<file path="src/rtl/assert_macros.svh">
// Assertion macros shared by the RTL of the top-off level protection block.
`ifndef ASSERT_MACROS_SVH
`define ASSERT_MACROS_SVH
`ifndef NO_ASSERTIONS
// Check a property on every rising edge of clk outside reset.
`define ASSERT_PROP(label, prop) \
	label: assert property (@(posedge clk) disable iff (!arst_n) (prop)) \
		else $error("assertion failed");
// Check that a condition never holds at a rising edge of clk outside reset.
`define ASSERT_NEVER(label, cond) \
	label: assert property (@(posedge clk) disable iff (!arst_n) !(cond)) \
		else $error("forbidden condition seen");
`else
`define ASSERT_PROP(label, prop)
`define ASSERT_NEVER(label, cond)
`endif
`endif

</file>
<file path="src/rtl/tolp_pkg.sv">
// Types and constants of the top-off level protection block.
package tolp_pkg;

	localparam int LEVEL_W      = 12;
	localparam int TIME_W       = 48;
	localparam int TIMEOUT_W    = 16;
	localparam int TIMEOUT_MS_W = 26;
	localparam int CFG_IDX_W    = 3;
	localparam int CFG_DATA_W   = 16;

	localparam int DEBOUNCE_SAMPLES = 3;
	localparam int FREQ_WINDOW_SEC  = 3600;
	localparam int EMPTY_DETECT_SEC = 60;
	localparam int PERSIST_LOW_SEC  = 300;
	localparam int MS_IN_SEC        = 1000;

	localparam logic [2:0]        DEBOUNCE_CNT    = 3'(DEBOUNCE_SAMPLES);
	localparam logic [TIME_W-1:0] FREQ_WINDOW_MS  = TIME_W'(FREQ_WINDOW_SEC * MS_IN_SEC);
	localparam logic [TIME_W-1:0] EMPTY_DETECT_MS = TIME_W'(EMPTY_DETECT_SEC * MS_IN_SEC);
	localparam logic [TIME_W-1:0] PERSIST_LOW_MS  = TIME_W'(PERSIST_LOW_SEC * MS_IN_SEC);

	// Result state codes
	localparam logic [2:0] ST_NORMAL    = 3'd0;
	localparam logic [2:0] ST_REFILL    = 3'd1;
	localparam logic [2:0] ST_OVERFLOW  = 3'd2;
	localparam logic [2:0] ST_BLOCKED   = 3'd3;
	localparam logic [2:0] ST_ERROR     = 3'd4;
	localparam logic [2:0] ST_DISABLED  = 3'd5;

	// Alarm codes
	localparam logic [3:0] ALM_NONE     = 4'd0;
	localparam logic [3:0] ALM_INVALID  = 4'd1;
	localparam logic [3:0] ALM_REFILL   = 4'd2;
	localparam logic [3:0] ALM_TIMEOUT  = 4'd3;
	localparam logic [3:0] ALM_BLOCKED  = 4'd4;
	localparam logic [3:0] ALM_PERSIST  = 4'd5;
	localparam logic [3:0] ALM_OVERFLOW = 4'd6;
	localparam logic [3:0] ALM_FREQ     = 4'd7;
	localparam logic [3:0] ALM_EMPTY    = 4'd8;

	// Register indexes
	localparam logic [CFG_IDX_W-1:0] REG_ENABLE     = 3'd0;
	localparam logic [CFG_IDX_W-1:0] REG_LOW_LEVEL  = 3'd1;
	localparam logic [CFG_IDX_W-1:0] REG_HIGH_LEVEL = 3'd2;
	localparam logic [CFG_IDX_W-1:0] REG_OVF_MARGIN = 3'd3;
	localparam logic [CFG_IDX_W-1:0] REG_TIMEOUT    = 3'd4;
	localparam logic [CFG_IDX_W-1:0] REG_HYST_BAND  = 3'd5;
	localparam logic [CFG_IDX_W-1:0] REG_EMPTY_RISE = 3'd6;
	localparam logic [CFG_IDX_W-1:0] REG_COUNT_MAX  = 3'd7;

	typedef struct packed {
		logic              cmd;
		logic              sample_ok;
		logic [LEVEL_W-1:0] level;
		logic [TIME_W-1:0] time_ms;
	} sample_t;

	typedef struct packed {
		logic [2:0] ato_state;
		logic       pump_on;
		logic       shutoff;
		logic       shutoff_cause;
		logic [3:0] alarm;
	} result_t;

	typedef struct packed {
		logic                    enable;
		logic [LEVEL_W-1:0]      low_level;
		logic [LEVEL_W-1:0]      high_level;
		logic [LEVEL_W-1:0]      overflow_margin;
		logic [TIMEOUT_MS_W-1:0] timeout_ms;
		logic [LEVEL_W-1:0]      hysteresis_band;
		logic [LEVEL_W-1:0]      empty_min_rise;
		logic [7:0]              refill_count_max;
	} cfg_t;

endpackage

</file>
<file path="src/rtl/tolp_cfg_regs.sv">
// Configuration register file of the top-off level protection block.
module tolp_cfg_regs (
	input  logic                               clk,
	input  logic                               arst_n,
	input  logic                               wr_en,
	input  logic [tolp_pkg::CFG_IDX_W-1:0]     wr_index,
	input  logic [tolp_pkg::CFG_DATA_W-1:0]    wr_data,
	output tolp_pkg::cfg_t                     cfg
);
	import tolp_pkg::*;

	cfg_t cfg_q;
	logic [TIMEOUT_MS_W-1:0] timeout_ms;

	// Keep the timeout in milliseconds so the per-item path only compares.
	assign timeout_ms = TIMEOUT_MS_W'(wr_data[TIMEOUT_W-1:0]) * TIMEOUT_MS_W'(MS_IN_SEC);

	always_ff @(posedge clk or negedge arst_n) begin
		if (!arst_n) begin
			cfg_q.enable           <= 1'b1;
			cfg_q.low_level        <= LEVEL_W'(1500);
			cfg_q.high_level       <= LEVEL_W'(2500);
			cfg_q.overflow_margin  <= LEVEL_W'(200);
			cfg_q.timeout_ms       <= TIMEOUT_MS_W'(120 * MS_IN_SEC);
			cfg_q.hysteresis_band  <= LEVEL_W'(10);
			cfg_q.empty_min_rise   <= LEVEL_W'(20);
			cfg_q.refill_count_max <= 8'd10;
		end else if (wr_en) begin
			case (wr_index)
				REG_ENABLE:     cfg_q.enable           <= wr_data[0];
				REG_LOW_LEVEL:  cfg_q.low_level        <= wr_data[LEVEL_W-1:0];
				REG_HIGH_LEVEL: cfg_q.high_level       <= wr_data[LEVEL_W-1:0];
				REG_OVF_MARGIN: cfg_q.overflow_margin  <= wr_data[LEVEL_W-1:0];
				REG_TIMEOUT:    cfg_q.timeout_ms       <= timeout_ms;
				REG_HYST_BAND:  cfg_q.hysteresis_band  <= wr_data[LEVEL_W-1:0];
				REG_EMPTY_RISE: cfg_q.empty_min_rise   <= wr_data[LEVEL_W-1:0];
				REG_COUNT_MAX:  cfg_q.refill_count_max <= wr_data[7:0];
				default: begin
				end
			endcase
		end
	end

	assign cfg = cfg_q;

endmodule

</file>
<file path="src/rtl/tolp_core.sv">
// Per-item decision logic and protection state of the top-off level block.
module tolp_core (
	input  logic              clk,
	input  logic              arst_n,
	input  logic              advance,
	input  tolp_pkg::sample_t item,
	input  tolp_pkg::cfg_t    cfg,
	output logic              has_result,
	output tolp_pkg::result_t res
);
	import tolp_pkg::*;
	`include "assert_macros.svh"

	logic [2:0]          stable_count_q, n_stable_count;
	logic [LEVEL_W-1:0]  stable_level_q, n_stable_level;
	logic                stable_known_q, n_stable_known;
	logic                blocked_q, n_blocked;
	logic [TIME_W-1:0]   low_start_q, n_low_start;
	logic [TIME_W-1:0]   refill_start_q, n_refill_start;
	logic [LEVEL_W-1:0]  refill_base_q, n_refill_base;
	logic [TIME_W-1:0]   window_start_q, n_window_start;
	logic [7:0]          refill_count_q, n_refill_count;

	logic [LEVEL_W-1:0]  level;
	logic [TIME_W-1:0]   now;
	logic [LEVEL_W-1:0]  sl_cur;
	logic [LEVEL_W-1:0]  diff;
	logic                overflow;
	logic                stable_hit;
	logic [2:0]          cnt_next;
	logic [TIME_W-1:0]   low_start_new;
	logic [TIME_W-1:0]   win_diff;
	logic                win_expire;
	logic [7:0]          rc_base;
	logic [7:0]          rc_new;
	logic [TIME_W-1:0]   ref_diff;
	logic                ref_late;
	logic                timed_out;
	logic                empty_time;
	logic signed [LEVEL_W+1:0] rise;
	logic                rise_short;
	logic [TIME_W-1:0]   low_diff;
	logic                persist_low;

	assign level = item.level;
	assign now   = item.time_ms;

	// Overflow trip threshold carries one extra bit.
	assign overflow = {1'b0, level} > ({1'b0, cfg.high_level} + {1'b0, cfg.overflow_margin});

	// Debounce against the stable level, seeded by the first valid sample.
	assign sl_cur     = stable_known_q ? stable_level_q : level;
	assign diff       = (level >= sl_cur) ? level - sl_cur : sl_cur - level;
	assign stable_hit = diff < cfg.hysteresis_band;
	assign cnt_next   = !stable_hit ? 3'd0 :
		(stable_count_q == 3'd7) ? 3'd7 : stable_count_q + 3'd1;

	// Elapsed times; a time earlier than the start counts as beyond every limit.
	assign low_start_new = (low_start_q == '0) ? now : low_start_q;

	assign win_diff   = now - window_start_q;
	assign win_expire = (window_start_q == '0) || (now < window_start_q) ||
		(win_diff > FREQ_WINDOW_MS);
	assign rc_base    = win_expire ? 8'd0 : refill_count_q;
	assign rc_new     = (rc_base == 8'hff) ? 8'hff : rc_base + 8'd1;

	assign ref_diff   = now - refill_start_q;
	assign ref_late   = now < refill_start_q;
	assign timed_out  = ref_late || (ref_diff > TIME_W'(cfg.timeout_ms));
	assign empty_time = ref_late || (ref_diff >= EMPTY_DETECT_MS);

	assign rise       = $signed({2'b00, level}) - $signed({2'b00, refill_base_q});
	assign rise_short = rise < $signed({2'b00, cfg.empty_min_rise});

	assign low_diff    = now - low_start_new;
	assign persist_low = (now < low_start_new) || (low_diff >= PERSIST_LOW_MS);

	assign has_result = !item.cmd;

	always_comb begin
		n_stable_count = stable_count_q;
		n_stable_level = stable_level_q;
		n_stable_known = stable_known_q;
		n_blocked      = blocked_q;
		n_low_start    = low_start_q;
		n_refill_start = refill_start_q;
		n_refill_base  = refill_base_q;
		n_window_start = window_start_q;
		n_refill_count = refill_count_q;
		res            = '0;
		res.ato_state  = ST_NORMAL;
		res.alarm      = ALM_NONE;

		if (item.cmd) begin
			n_blocked = 1'b0;
		end else if (!cfg.enable) begin
			res.ato_state = ST_DISABLED;
		end else if (!item.sample_ok) begin
			n_stable_count = 3'd0;
			res.ato_state  = ST_ERROR;
			res.alarm      = ALM_INVALID;
		end else begin
			n_stable_known = 1'b1;
			n_stable_level = sl_cur;
			if (overflow) begin
				n_stable_count    = 3'd0;
				n_stable_level    = level;
				n_blocked         = 1'b1;
				res.ato_state     = ST_OVERFLOW;
				res.shutoff       = 1'b1;
				res.shutoff_cause = 1'b1;
				res.alarm         = ALM_OVERFLOW;
			end else if (blocked_q) begin
				n_stable_count    = 3'd0;
				res.ato_state     = ST_BLOCKED;
				res.shutoff       = 1'b1;
				res.shutoff_cause = 1'b1;
				res.alarm         = ALM_BLOCKED;
			end else begin
				n_stable_count = cnt_next;
				n_stable_level = level;
				if (cnt_next >= DEBOUNCE_CNT) begin
					if (level < cfg.low_level) begin
						n_low_start = low_start_new;
						if (refill_start_q == '0) begin
							n_refill_start = now;
							n_refill_base  = level;
							if (win_expire) begin
								n_window_start = now;
							end
							n_refill_count = rc_new;
							res.ato_state  = ST_REFILL;
							res.pump_on    = 1'b1;
							res.alarm      = (rc_new > cfg.refill_count_max) ?
								ALM_FREQ : ALM_REFILL;
						end else if (timed_out) begin
							n_blocked         = 1'b1;
							res.ato_state     = ST_BLOCKED;
							res.shutoff       = 1'b1;
							res.shutoff_cause = 1'b1;
							res.alarm         = ALM_TIMEOUT;
						end else if (empty_time && rise_short) begin
							res.ato_state = ST_ERROR;
							res.alarm     = ALM_EMPTY;
						end else begin
							res.ato_state = ST_REFILL;
							res.pump_on   = 1'b1;
							res.alarm     = persist_low ? ALM_PERSIST : ALM_NONE;
						end
					end else begin
						n_refill_start = '0;
						n_low_start    = '0;
						n_stable_count = 3'd0;
					end
				end else if (!stable_hit) begin
					n_stable_level = level;
				end else begin
					n_stable_level = sl_cur;
				end
			end
		end
	end

	always_ff @(posedge clk or negedge arst_n) begin
		if (!arst_n) begin
			stable_count_q <= 3'd0;
			stable_level_q <= '0;
			stable_known_q <= 1'b0;
			blocked_q      <= 1'b0;
			low_start_q    <= '0;
			refill_start_q <= '0;
			refill_base_q  <= '0;
			window_start_q <= '0;
			refill_count_q <= 8'd0;
		end else if (advance) begin
			stable_count_q <= n_stable_count;
			stable_level_q <= n_stable_level;
			stable_known_q <= n_stable_known;
			blocked_q      <= n_blocked;
			low_start_q    <= n_low_start;
			refill_start_q <= n_refill_start;
			refill_base_q  <= n_refill_base;
			window_start_q <= n_window_start;
			refill_count_q <= n_refill_count;
		end
	end

	`ASSERT_PROP(a_ovf_latches, advance && !item.cmd && cfg.enable && item.sample_ok && overflow |=> blocked_q)
	`ASSERT_PROP(a_clear_releases, advance && item.cmd |=> !blocked_q)
	`ASSERT_NEVER(a_refill_without_low, refill_start_q != '0 && low_start_q == '0)

endmodule

</file>
<file path="src/rtl/top_off_level_protection_fsm.sv">
// Top level of the top-off level protection block: channels, item and result registers.
//
// Use:
//   sample channel (meas_valid / sample_stall / sample) carries one item per
//   handshake: a timestamped level sample (cmd 0) or a clear of the blocked
//   latch (cmd 1). Each sample item yields exactly one result item on the
//   result channel (result_valid / result_stall / result); a clear yields none.
//   cfg channel (cfg_valid / cfg_ready / cfg_index / cfg_data) writes one
//   register per handshake; cfg_ready is always high. Write only while idle.
// Timing:
//   An accepted item lands in the item register; once the result slot is
//   free or being emptied, the decision logic evaluates it against the
//   protection state and, for a sample, loads the result register, raising result_valid.
//   One item per cycle is sustained while result_stall is low: the item
//   register and the result register each hold one item, and the result
//   register is freed in the same cycle it is taken.
// Reset (arst_n low): registers return to their defaults, all counters and
//   timestamps clear, the blocked latch opens and both channels empty.
// Stall: a stalled result holds in the result register; the item register
//   then holds too, and sample_stall rises while it holds an item.
module top_off_level_protection_fsm (
	input  logic                            clk,
	input  logic                            arst_n,
	input  logic                            meas_valid,
	output logic                            sample_stall,
	input  tolp_pkg::sample_t               sample,
	output logic                            result_valid,
	input  logic                            result_stall,
	output tolp_pkg::result_t               result,
	input  logic                            cfg_valid,
	output logic                            cfg_ready,
	input  logic [tolp_pkg::CFG_IDX_W-1:0]  cfg_index,
	input  logic [tolp_pkg::CFG_DATA_W-1:0] cfg_data
);
	import tolp_pkg::*;
	`include "assert_macros.svh"

	cfg_t    cfg;
	sample_t item_s1;
	logic    item_valid_s1;
	logic    advance;
	logic    accept;
	logic    has_result;
	result_t res;
	result_t result_q;
	logic    result_valid_q;

	// Register writes are always taken.
	assign cfg_ready = 1'b1;

	tolp_cfg_regs u_cfg (
		.clk      (clk),
		.arst_n   (arst_n),
		.wr_en    (cfg_valid),
		.wr_index (cfg_index),
		.wr_data  (cfg_data),
		.cfg      (cfg)
	);

	// Advance the held item when the result slot is free or being emptied.
	assign advance      = item_valid_s1 && (!result_valid_q || !result_stall);
	assign sample_stall = item_valid_s1 && !advance;
	assign accept       = meas_valid && !sample_stall;

	always_ff @(posedge clk or negedge arst_n) begin
		if (!arst_n) begin
			item_valid_s1 <= 1'b0;
		end else if (accept) begin
			item_valid_s1 <= 1'b1;
		end else if (advance) begin
			item_valid_s1 <= 1'b0;
		end
	end

	// Item payload needs no reset.
	always_ff @(posedge clk) begin
		if (accept) begin
			item_s1 <= sample;
		end
	end

	tolp_core u_core (
		.clk        (clk),
		.arst_n     (arst_n),
		.advance    (advance),
		.item       (item_s1),
		.cfg        (cfg),
		.has_result (has_result),
		.res        (res)
	);

	// Load a new result, or drop the old one once taken.
	always_ff @(posedge clk or negedge arst_n) begin
		if (!arst_n) begin
			result_valid_q <= 1'b0;
		end else if (advance && has_result) begin
			result_valid_q <= 1'b1;
		end else if (!result_stall) begin
			result_valid_q <= 1'b0;
		end
	end

	always_ff @(posedge clk) begin
		if (advance && has_result) begin
			result_q <= res;
		end
	end

	assign result_valid = result_valid_q;
	assign result       = result_q;

	`ASSERT_PROP(a_stall_only_when_full, sample_stall |-> item_valid_s1)
	`ASSERT_PROP(a_pump_only_refill, result_valid && result.pump_on |-> result.ato_state == ST_REFILL)
	`ASSERT_PROP(a_shutoff_cause, result_valid && result.shutoff |-> result.shutoff_cause)

endmodule
</file>
<file path="config.mk">
export PLATFORM = sky130hd
export DESIGN_NAME = top_off_level_protection_fsm
export DESIGN_NICKNAME = d
export VERILOG_FILES = /design/src/rtl/tolp_pkg.sv /design/src/rtl/tolp_cfg_regs.sv /design/src/rtl/tolp_core.sv /design/src/rtl/top_off_level_protection_fsm.sv
export VERILOG_INCLUDE_DIRS = /design/src /design/src/rtl
export SDC_FILE = /design/constraint.sdc
export NUM_CORES = 1
export LEC_CHECK = 0
export BUFFER_PORTS_ARGS = -buffer_cell sky130_fd_sc_hd__buf_2
export CAP_MARGIN = 20
export CELL_PAD_IN_SITES_DETAIL_PLACEMENT = 1
export CELL_PAD_IN_SITES_GLOBAL_PLACEMENT = 1
export CORE_ASPECT_RATIO = 1.75
export CORE_UTILIZATION = 54
export DETAILED_ROUTE_END_ITERATION = 8
export GPL_TIMING_DRIVEN = 1
export PLACE_DENSITY_LB_ADDON = 0.1
export RECOVER_POWER = 25
export SLEW_MARGIN = 0
export SYNTH_ARGS = -nofsm -noshare
export SYNTH_HDL_FRONTEND = slang
export SYNTH_SLANG_ARGS = --single-unit
</file>
<file path="constraint.sdc">
create_clock -name clk -period 12.05 [get_ports clk]
set_clock_uncertainty 0.15 [all_clocks]
set_input_delay 0.6025 -clock clk [delete_from_list [all_inputs] [get_ports clk]]
set_output_delay 0.6025 -clock clk [all_outputs]
set_load 0.02 [all_outputs]
</file>
==> impl_metrics.env <==
export IMPL_root_buffer="clkbuf_16"
export IMPL_hold_violations=0
export IMPL_clock_sinks=345
export IMPL_synth_edf_count=70
export IMPL_wire_per_inst_um=27.8
export IMPL_ant_nets=0
export IMPL_slowest_stage="nor4b_1"
export IMPL_io_buffers=97
export IMPL_multi_input_area_um2=19900
export IMPL_cts_tree="yes"
export IMPL_endpoint="result[0]"
export IMPL_nFillCells=6559
export IMPL_fmax_mhz=120
export IMPL_htreeDepth=2
export IMPL_antenna_found_initial=1
export IMPL_yosys_area_share_simple_pct=16.4
export IMPL_final_setup_tns_ps=0
export IMPL_placed_area_um2=31600
export IMPL_cts_path_max_buffers=3
export IMPL_antenna_cells=0
export IMPL_cts_setup_buffers=0
export IMPL_rsz0062_at_grt="no"
export IMPL_gr_total_overflow=0
export IMPL_grt_pass1_vias=31500
export IMPL_layout_common_cells="nand2_1 (349), ha_1 (322), inv_1 (296)"
export IMPL_path_clk_slew_ps=60
export IMPL_startpoint_type="flip-flop"
export IMPL_synth_top_area_cell="dfrtp_1"
export IMPL_postSynthAreaPerCell_um2=8.75
export IMPL_syn_to_final_growth_pct=7.62
export IMPL_synth_flop_cell="dfrtp_1"
export IMPL_setup_violations_final=0
export IMPL_tightestPinTransition_ps=4660
export IMPL_rows=115
export IMPL_critPathMostFrequentCell="and3_1"
export IMPL_period_needed_ps=8340
export IMPL_num_vias=28500
export IMPL_regArea_um2=9020
export IMPL_fp_dieW_um=182
export IMPL_drt_first_pass_iters=5
export IMPL_status="finished with violations"
export IMPL_critical_path_class="reg -> reg"
export IMPL_worstSkewPairLatency_ps=580
export IMPL_failed_checks="capacitance limit, slew limit"
export IMPL_slew_viol_final=121
export IMPL_muxShareOfSynthArea_pct=5.74
export IMPL_hold_class="in -> reg"
export IMPL_cts_buffers_inserted=36
export IMPL_r2r_start="item_s1[1]"
export IMPL_synthAdderAreaFrac_pct=17.2
export IMPL_synth_xor_area_share_pct=3.29
export IMPL_pin_count=99
export IMPL_crit_required_ps=12220
export IMPL_layout_drive_gt1_share_pct=9.97
export IMPL_synthTopCellsByArea="dfrtp_1 (20%), ha_1 (13%), edfxtp_1 (6.9%), a21oi_1 (4.8%), nand2_1 (4.3%)"
export IMPL_vias_per_cell=6.70
export IMPL_grt_use_total_pct=41.2
export IMPL_postRouteWirelength_mm=118
export IMPL_r2r_end="result[0]"
export IMPL_core_area_um2=56100
export IMPL_die_y_um=317
export IMPL_synth_top_family_by_area="compound AO/OA/AOI/OAI gates"
export IMPL_crit_arrival_ps=8520
export IMPL_ys_seq_area_share_pct=29.5
export IMPL_slew_headroom_pct=-211
export IMPL_final_common_cell="nand2_1"
export IMPL_start_util_pct=54.5
export IMPL_grt_max_degree=97
export IMPL_dp_hpwl_mm=92.3
export IMPL_drt_iter0_drc=1408
export IMPL_yosys_area_top_type_share_pct=20.1
export IMPL_yosysUniqueCellTypes=101
export IMPL_fin_ws_ps=3710
export IMPL_syn_area_um2=30600
export IMPL_crit_start="item_s1[1]"
export IMPL_drc=0
export IMPL_regToRegSetupSlack_ps=3710
export IMPL_fin_nets=3992
export IMPL_grt_pass1_wl_mm=180
export IMPL_cts_resized=0
export IMPL_yosysWarningCount=0
export IMPL_cpPeakStageDelay_ps=690
export IMPL_crit_fanout=11
export IMPL_die_area_um2=57600
export IMPL_cap_violations=2
export IMPL_stdcell_area_um2=32900
export IMPL_synth_compound_area_share_pct=22.5
export IMPL_fin_crit_sh_pct=69.2
export IMPL_synth_seq_cells=345
export IMPL_syn_inst=3493
export IMPL_synthArstFlopShare_pct=79.7
export IMPL_synth_fp_nets=3962
export IMPL_cp_end_kind="flip-flop"
export IMPL_reg2reg_depth=29
export IMPL_routabilityCongestion=1.02
export IMPL_dp_slack_ps=3820
-- cell type report --
type                    instances  share of cell area, %
well taps                     702                   2.67
clock buffers                  45                   3.09
multi-input cells            2718                   60.5
repair buffers                126                   2.07
clock inverters                21                  0.837
inverters                     296                   3.38
flip-flops and latches        345                   27.4
-- worst max-delay path: cells and delay by family, from the launching register on --
kind,cells,cell delay [ps]
and+or+nand+nor,15,4170
AOI/OAI and AO/OA,10,1870
adders and majority gates,3,1090
DFF,1,580
buffers and inverters,1,230
-- synth_stat cells (63+ instances only) --
cell,n
xnor2_1,63
nand4_1,69
edfxtp_1,70
inv_1,296
nor2_1,170
clkbuf_1,104
ha_1,322
nand2_1,349
mux2_2,88
dfrtp_1,246
o21ai_0,226
nand3_1,80
a21oi_1,295
a21o_1,92
-- flip-flops by register name, summed over array words and instances (netlist names) --
name                   flops
u_core.window_start_q     48
result                     8
u_core.refill_count_q      8
u_core.refill_base_q      12
u_core.blocked_q           1
u_core.stable_known_q      1
u_cfg.cfg                 92
result_valid               1
item_valid_s1              1
u_core.stable_count_q      3
u_core.stable_level_q     12
u_core.low_start_q        48
u_core.refill_start_q     48
item_s1                   62
-- worst min-delay path by stage --
stage	start	to	slack (ps)	depth (start not counted)
global route	sample[60]	item_s1[60]	40	1
finish	sample[35]	item_s1[35]	40	1
global placement	u_cfg.cfg[13]	u_cfg.cfg[13]	310	2
detailed placement	u_cfg.cfg[42]	u_cfg.cfg[42]	330	2
floorplan	arst_n	item_valid_s1	160	0
CTS	sample[60]	item_s1[60]	20	1
-- logic make-up after synthesis --
family,count (synthesis)
other,1
muxes,156
adders and majority gates,383
buffers and inverters,430
DFF,345
and+or+nand+nor,1009
xor gates and xnor gates,115
AOI/OAI and AO/OA,1054
-- repair_timing --
| item | CTS | global route |
|---|---|---|
| setup endpoints to repair | 0 | 0 |
| hold buffers | 1 | 0 |
| hold endpoints to repair | 53 | 0 |
-- per-layer routing --
layer	part of all wire, %	GRT usage, %	routed length (µm)
met2	51	76.2	60800
met1	32	36.6	37600
met5	0	0	0
met3	4.5	6.33	5320
met4	12	44.3	14600
-- per-stage QoR --
stage               hold slack, ps  std cells  utilization, %
floorplan                      157       3493               -
global placement               315       4183            56.3
detailed placement             327       4184            56.4
CTS                           21.8       4251            58.7
global route                  41.3       4253            58.6
finish                        44.7       4253            58.6
Power is not shown: default switching activity piles up to over one toggle a cycle in this logic, so the estimate is an artifact.
